[src/rtl/rsn_pkg.sv]
// ----------------------------------------------------------------------------
// rsn_pkg: shared types and constants for the running statistics normalizer
// Word formats, controller/datapath command and status groups, helpers.
// ----------------------------------------------------------------------------
`default_nettype none

package rsn_pkg;

    // serial multiplier operand width and divider width / step counter width
    localparam int MBW  = 34;
    localparam int DIVW = 64;
    localparam int DCW  = 7;

    // configuration register indexes
    localparam logic [1:0] CFG_NORMALIZE = 2'd0;
    localparam logic [1:0] CFG_HISTORY   = 2'd1;
    localparam logic [1:0] CFG_TREND     = 2'd2;

    typedef struct packed {
        logic [3:0]         channel;
        logic signed [31:0] sample_value;
    } t_in_word;

    typedef struct packed {
        logic signed [31:0] normalized_value;
        logic signed [31:0] trend_slope;
        logic               trend_valid;
        logic signed [31:0] running_mean;
        logic [30:0]        running_std;
        logic signed [31:0] running_min;
        logic signed [31:0] running_max;
        logic [31:0]        sample_count;
    } t_out_word;

    typedef struct packed {
        logic norm;
        logic hist;
        logic trend;
    } t_cfg;

    typedef enum logic [4:0] {
        OP_NONE,
        OP_READ,
        OP_LATCH,
        OP_WALK,
        OP_NSXY,
        OP_SXSY,
        OP_NSXX,
        OP_SXSX,
        OP_DSLOPE,
        OP_COUNT,
        OP_DMEAN,
        OP_MSQ,
        OP_DVAR,
        OP_SQRT,
        OP_PUSH,
        OP_DZ,
        OP_WB,
        OP_OUT
    } t_op;

    typedef struct packed {
        t_op  op;
        logic start;
        logic load;
    } t_cmd;

    typedef struct packed {
        logic step_done;
        logic oor;
        logic slope_go;
        logic den_pos;
        logic n_one;
        logic norm;
    } t_stat;

    // sign and magnitude to saturated 32-bit two's complement
    function automatic logic [31:0] sat_q32(input logic neg, input logic [63:0] mag);
        logic [31:0] r;
        if (mag[63:31] != '0) begin
            r = neg ? 32'h8000_0000 : 32'h7FFF_FFFF;
        end else begin
            r = neg ? (32'd0 - mag[31:0]) : mag[31:0];
        end
        return r;
    endfunction

endpackage

`default_nettype wire

[src/rtl/rsn_ctrl.sv]
// ----------------------------------------------------------------------------
// rsn_ctrl: sequencing state machine
// Steps the datapath through load, slope, Welford update, window push,
// z-score, write-back and output; one word at a time.
// ----------------------------------------------------------------------------
`default_nettype none

module rsn_ctrl
    import rsn_pkg::*;
(
    input  wire logic  i_clk,
    input  wire logic  i_rst_n,
    input  wire logic  i_in_valid,
    input  wire t_stat i_stat,
    output t_cmd       o_cmd,
    output logic       o_in_stall
);

    typedef enum logic [18:0] {
        S_IDLE   = 19'b000_0000_0000_0000_0001,
        S_RD     = 19'b000_0000_0000_0000_0010,
        S_LATCH  = 19'b000_0000_0000_0000_0100,
        S_CHECK  = 19'b000_0000_0000_0000_1000,
        S_WALK   = 19'b000_0000_0000_0001_0000,
        S_NSXY   = 19'b000_0000_0000_0010_0000,
        S_SXSY   = 19'b000_0000_0000_0100_0000,
        S_NSXX   = 19'b000_0000_0000_1000_0000,
        S_SXSX   = 19'b000_0000_0001_0000_0000,
        S_DSLOPE = 19'b000_0000_0010_0000_0000,
        S_COUNT  = 19'b000_0000_0100_0000_0000,
        S_DMEAN  = 19'b000_0000_1000_0000_0000,
        S_MSQ    = 19'b000_0001_0000_0000_0000,
        S_DVAR   = 19'b000_0010_0000_0000_0000,
        S_SQRT   = 19'b000_0100_0000_0000_0000,
        S_PUSH   = 19'b000_1000_0000_0000_0000,
        S_DZ     = 19'b001_0000_0000_0000_0000,
        S_WB     = 19'b010_0000_0000_0000_0000,
        S_OUT    = 19'b100_0000_0000_0000_0000
    } t_state;

    t_state r_state;
    t_state n_state;
    logic   r_first;

    always_comb begin
        n_state = r_state;
        case (r_state)
            S_IDLE:   if (i_in_valid) n_state = S_RD;
            S_RD:     n_state = S_LATCH;
            S_LATCH:  n_state = S_CHECK;
            S_CHECK: begin
                if (i_stat.oor) begin
                    n_state = S_OUT;
                end else if (i_stat.slope_go) begin
                    n_state = S_WALK;
                end else begin
                    n_state = S_COUNT;
                end
            end
            S_WALK:   if (i_stat.step_done) n_state = S_NSXY;
            S_NSXY:   if (i_stat.step_done) n_state = S_SXSY;
            S_SXSY:   if (i_stat.step_done) n_state = S_NSXX;
            S_NSXX:   if (i_stat.step_done) n_state = S_SXSX;
            S_SXSX: begin
                if (i_stat.step_done) begin
                    n_state = i_stat.den_pos ? S_DSLOPE : S_COUNT;
                end
            end
            S_DSLOPE: if (i_stat.step_done) n_state = S_COUNT;
            S_COUNT:  n_state = i_stat.n_one ? S_PUSH : S_DMEAN;
            S_DMEAN:  if (i_stat.step_done) n_state = S_MSQ;
            S_MSQ:    if (i_stat.step_done) n_state = S_DVAR;
            S_DVAR:   if (i_stat.step_done) n_state = S_SQRT;
            S_SQRT:   if (i_stat.step_done) n_state = S_PUSH;
            S_PUSH:   n_state = i_stat.norm ? S_DZ : S_WB;
            S_DZ:     if (i_stat.step_done) n_state = S_WB;
            S_WB:     n_state = S_OUT;
            S_OUT:    if (i_stat.step_done) n_state = S_IDLE;
            default:  n_state = S_IDLE;
        endcase
    end

    always_ff @(posedge i_clk) begin
        if (!i_rst_n) begin
            r_state <= S_IDLE;
            r_first <= 1'b1;
        end else begin
            r_state <= n_state;
            r_first <= (n_state != r_state);
        end
    end

    always_comb begin
        o_cmd.start = r_first;
        o_cmd.load  = (r_state == S_IDLE) && i_in_valid;
        case (r_state)
            S_RD:     o_cmd.op = OP_READ;
            S_LATCH:  o_cmd.op = OP_LATCH;
            S_WALK:   o_cmd.op = OP_WALK;
            S_NSXY:   o_cmd.op = OP_NSXY;
            S_SXSY:   o_cmd.op = OP_SXSY;
            S_NSXX:   o_cmd.op = OP_NSXX;
            S_SXSX:   o_cmd.op = OP_SXSX;
            S_DSLOPE: o_cmd.op = OP_DSLOPE;
            S_COUNT:  o_cmd.op = OP_COUNT;
            S_DMEAN:  o_cmd.op = OP_DMEAN;
            S_MSQ:    o_cmd.op = OP_MSQ;
            S_DVAR:   o_cmd.op = OP_DVAR;
            S_SQRT:   o_cmd.op = OP_SQRT;
            S_PUSH:   o_cmd.op = OP_PUSH;
            S_DZ:     o_cmd.op = OP_DZ;
            S_WB:     o_cmd.op = OP_WB;
            S_OUT:    o_cmd.op = OP_OUT;
            default:  o_cmd.op = OP_NONE;
        endcase
    end

    assign o_in_stall = (r_state != S_IDLE);

endmodule

`default_nettype wire
[config.mk]
export PLATFORM = sky130hd
export DESIGN_NAME = rsn_ctrl
export DESIGN_NICKNAME = d
export VERILOG_FILES = /design/src/rtl/rsn_pkg.sv /design/src/rtl/rsn_ctrl.sv
export SDC_FILE = /design/constraint.sdc
export NUM_CORES = 1
export LEC_CHECK = 0
export BUFFER_PORTS_ARGS = -buffer_cell sky130_fd_sc_hd__buf_4
export CORE_UTILIZATION = 35
export DETAILED_ROUTE_END_ITERATION = 10
export HOLD_SLACK_MARGIN = 0.15
export SETUP_SLACK_MARGIN = 0.4
export SLEW_MARGIN = 20
export SYNTH_ARGS = -nofsm -noshare
export SYNTH_HDL_FRONTEND = slang
export SYNTH_SLANG_ARGS = --single-unit
[constraint.sdc]
create_clock -name i_clk -period 5.35 [get_ports i_clk]
set_input_delay 1.07 -clock i_clk [delete_from_list [all_inputs] [get_ports i_clk]]
set_output_delay 1.07 -clock i_clk [all_outputs]
set_load 0.05 [all_outputs]
### Word-level counts from Yosys, hierarchy flattened

Cells that the tools add are included.

| storage, ports and cells | value |
|---|---|
| register bits | 20 |
| bits in latches | 0 |
| RAM bits | 0 |
| memory bits (read-only) | 0 |
| bits of input ports | 9 |
| output and inout bits | 8 |
| logic and storage cells | 44 |
| memories | 0 |

| cells by class | value |
|---|---|
| $add $sub $neg | 0 |
| multipliers | 0 |
| divide/modulo/power cells | 0 |
| magnitude comparators | 0 |
| equality and inequality tests | 21 |
| shift operators | 0 |
| muxes and demuxes | 20 |
| bitwise gates (word level) | 0 |
| reduce and logical (&&, ||, !) cells | 1 |

Operators by type and width:

| kind | number |
|---|---|
| case mux 19 bit (19 select lines) | 1 |
| two-way mux 19 bit | 14 |
| case mux 5 bit (17 select lines) | 1 |
| two-way mux 11 bit | 2 |
| == test 19 x 1 -> 1 bit, second input constant | 1 |
| == test 19 x 10 -> 1 bit, second input constant | 1 |
| == test 19 x 11 -> 1 bit, second input constant | 1 |
| == test 19 x 12 -> 1 bit, second input constant | 1 |
| == test 19 x 13 -> 1 bit, second input constant | 1 |
| == test 19 x 14 -> 1 bit, second input constant | 1 |
| == test 19 x 15 -> 1 bit, second input constant | 1 |
| == test 19 x 16 -> 1 bit, second input constant | 1 |
| == test 19 x 17 -> 1 bit, second input constant | 1 |
| == test 19 x 18 -> 1 bit, second input constant | 1 |
| == test 19 bit, second input constant | 1 |
| == test 19 x 2 -> 1 bit, second input constant | 1 |
| == test 19 x 3 -> 1 bit, second input constant | 1 |
| == test 19 x 4 -> 1 bit, second input constant | 1 |
| == test 19 x 5 -> 1 bit, second input constant | 1 |
| == test 19 x 6 -> 1 bit, second input constant | 1 |
| == test 19 x 7 -> 1 bit, second input constant | 1 |
| == test 19 x 8 -> 1 bit, second input constant | 1 |
| == test 19 x 9 -> 1 bit, second input constant | 1 |
| inequality test 19 x 1 -> 1 bit, second input constant | 1 |
| other kinds (4) | 4 |

### Longest topological paths before layout

| logic depth | value |
|---|---|
| word-level depth | 4 |
| mapped depth | 9 |
| gate-level depth less buffers | 7 |

### Worst setup path after synthesis

No wires, ideal clock.

| path | value |
|---|---|
| path type | register to output |
| start | reg r_state[0] |
| end | out o_cmd[6] (netlist name) |
| data arrival time | 2651 ps |
| data required time | 4280 ps |
| setup slack | 1629 ps |
| stages on the path, launching flop included | 5 |
| buffers on the path | 1 |
| cells stage by stage | dfxtp_1 -> clkbuf_1 -> nor4_4 -> nand3_1 -> nor4_1 |

RTL lines:

| element | line | RTL |
|---|---|---|
| start, declared | rsn_ctrl.sv:41 | `t_state r_state;` |
| start signal, assigned | rsn_ctrl.sv:88 | `r_state <= n_state;` |
| end, declared | rsn_ctrl.sv:15 | `output t_cmd o_cmd,` |

==> run summary <==
Status: complete, no violations
Worst Tran Pin Value: 0.574 ns
WP data arrival: 2.71 ns
Via/cell ratio: 6.14
Static leakage: 0.784 nW
Die X: 73.6 microns
Final Cycle Share: 70.7%
Hold Path Class: reg2reg
Pwr per Cell Area: 180 nW/um^2
Worst path required time: 4.28 ns
Clk_lat worst skew: 0.28 ns
First-pass GRT wire length: 8.56 mm
MaxCap Viol Count: 0
Crit-path cells: or4_1 -> nor3_1 -> nor4bb_1 -> nor4_1 -> nand4_1 -> buf_4
Mapped Area: 1790 sq um
Peak supply drop: 76.9 uV
Register Area: 400 sq um
Filler cells: 536
Initial antenna violation count: 0
WP depth: 6
Crit path time final: 3.78 ns
Layout cells sized above 1: 14.8%
DR vias: 1859
R2R depth: 6
Slowest stage cell, crit path: or4_1
Setup Viol. Count Final: 0
Synth async-reset ratio: 0%
Number of diodes: 0
Buffer and inverter count on the worst path: 1
Worst r2r dst: r_first
IO Count: 17
CP Capture Type: primary output
Clock Tree Buf Depth: 2
Clock transition at path regs: 0.08 ns
Final core occ: 40.6%
Achievable Freq: 264 MHz
Placed insts: 299
Top_reg_cell synth: dfxtp_1
# clock sinks: 20
RSZ-0062 raised after global routing: false
TritonCTS clock tree: yes
Slew HR: 61.4%
Hold Fails Final Rpt: 0
WL final: 5.28 mm
Synth-to-layout area growth: 9.08%
Die footprint: 5410 sq um
Residual DRC: 0
CP max FO: 11
Skew final: 0.00534 ns
Most frequent cells in the layout: dfxtp_1 (20), nor2_1 (16), nand3_1 (16), buf_4 (16), nor3_1 (15)
Vias in the first global route: 1679
Family with the most delay on the worst path: simple AND/OR/NAND/NOR gates
Nets: 246
Wire per inst: 17.4 microns
Worst setup path category: reg2out
RR Startpoint: r_state[8]
Die height: 73.6 microns
Synth cell types: 62
GPL Wtd Cong: 0.985
CP startpoint: r_state[4]
Core Region: 4820 sq um
Multi-input logic area: 1260 sq um
Synth warnings: 0
Most common cell after layout, fill and taps aside: dfxtp_1
Drt initial violations: 170
Seq/Total Area, Yosys: 22.3%
Setup TNS: 0 ns
Post-DP HPWL: 3.94 mm
Antenna Violating Nets Remaining: 0
R2R Setup Slk: 2.63 ns
Non-Filler Instances: 303
IO Port Bufs: 16
H-tree Lvls: 1
Post-Synthesis Cells: 236
Worst Hold Launch: r_state[9]
Worst Setup Start Kind: flip-flop
CTS Buf Count: 3
Largest net degree at the start of global routing: 27
#FFs+latches synth: 20
Avg Cell Area, Syn: 7.59 sq um
Global-route usage over all layers: 21.0%
Starting Density: 37.2%
Post-cts resize count: 0
Total grt overflow: 0
Slew Limit Fails: 0
Hold Path Depth: 2
Hold_buf cts: 0
Number of synthesized flops with an enable pin: 0
Hold endpoint: r_state[9]
FP Rows: 25
Setup Buffers After CTS: 0
Drt first pass iters: 6
Critical Path Max Stage Delay: 0.65 ns
Synthesized Nets: 245
CTS Root Cell: clkbuf_8
[synth_stat cells, drive strengths merged (3+ instances only)]
| cell | number | area (sq um) |
|---|---|---|
| a21oi | 13 | 65.1 |
| and2 | 5 | 31.3 |
| and3 | 4 | 25.0 |
| buf | 9 | 55.0 |
| clkbuf | 11 | 41.3 |
| dfxtp | 20 | 400 |
| inv | 8 | 30.0 |
| nand2 | 14 | 60.1 |
| nand2b | 5 | 31.3 |
| nand3 | 16 | 80.1 |
| nand4 | 8 | 50.1 |
| nand4b | 3 | 26.3 |
| nor2 | 16 | 60.1 |
| nor2b | 7 | 46.3 |
| nor3 | 15 | 75.1 |
| nor3b | 4 | 30.0 |
| nor4 | 15 | 166 |
| o211a | 3 | 30.0 |
| o21a | 4 | 30.0 |
| o21ai | 7 | 35.0 |
| or3 | 3 | 18.8 |
| or4 | 6 | 48.8 |
| xnor2 | 7 | 61.3 |
[sequential cells by signal (all words and copies together) (netlist names)]
signal,flops
r_first,1
r_state,19
[final cells by class]
| class | count | area share (%) |
|---|---|---|
| tap | 67 | 4.29 |
| inverter | 8 | 1.54 |
| timing repair buffer | 16 | 6.15 |
| multi-input combinational | 188 | 64.7 |
| sequential | 20 | 20.5 |
| clock buffer | 4 | 2.82 |
[per-layer routing]
layer,vias up,wire length (microns),track usage (%)
li1,892,-,-
met1,861,2320,28.1
met2,86,2340,31.3
met3,20,454,5.76
met4,0,168,9.19
met5,-,0,0
[tightest hold or removal path, stage by stage, from the launching register on]
cell and delay (ns):
dfxtp_1 0.43, nand2b_1 0.12, a21oi_1 0.05
[power breakdown]
part	internal (mW)	switching, mW
Combinational	0.0246	0.0447
Clock	0.0659	0.0596
Sequential	0.151	0.00476
[cells by family after synthesis]
logic type      count (synthesis)  synth area share, %
buf+inv                        28                 7.05
simple gates                  132                 47.3
flops                          20                 22.3
mux                             1                0.559
xor+xnor                        8                 3.91
compound gates                 47                 18.9
[how the worst max path moves through the flow]
| stage | endpoint | slack, ns |
|---|---|---|
| after floorplan | o_cmd[6] | 1.63 |
| after global placement | o_cmd[2] | 1.92 |
| after detailed placement | o_cmd[2] | 1.86 |
| after global routing | o_cmd[2] | 1.29 |
| after CTS | o_cmd[2] | 1.56 |
| final | o_cmd[2] | 1.57 |
[per-stage QoR]
step	worst slack [ns]	cell area (sq um)	total power, mW	hold slack [ns]
4_1_cts	1.56	1950	0.353	0.627
6_report	1.57	1950	0.351	0.639
3_5_place_dp	1.86	1900	0.228	0.603
3_3_place_gp	1.92	1900	0.228	0.603
2_1_floorplan	1.63	1790	0.209	0.549
5_1_grt	1.29	1950	0.365	0.675
Note: power is estimated with default switching activity, not from simulation.
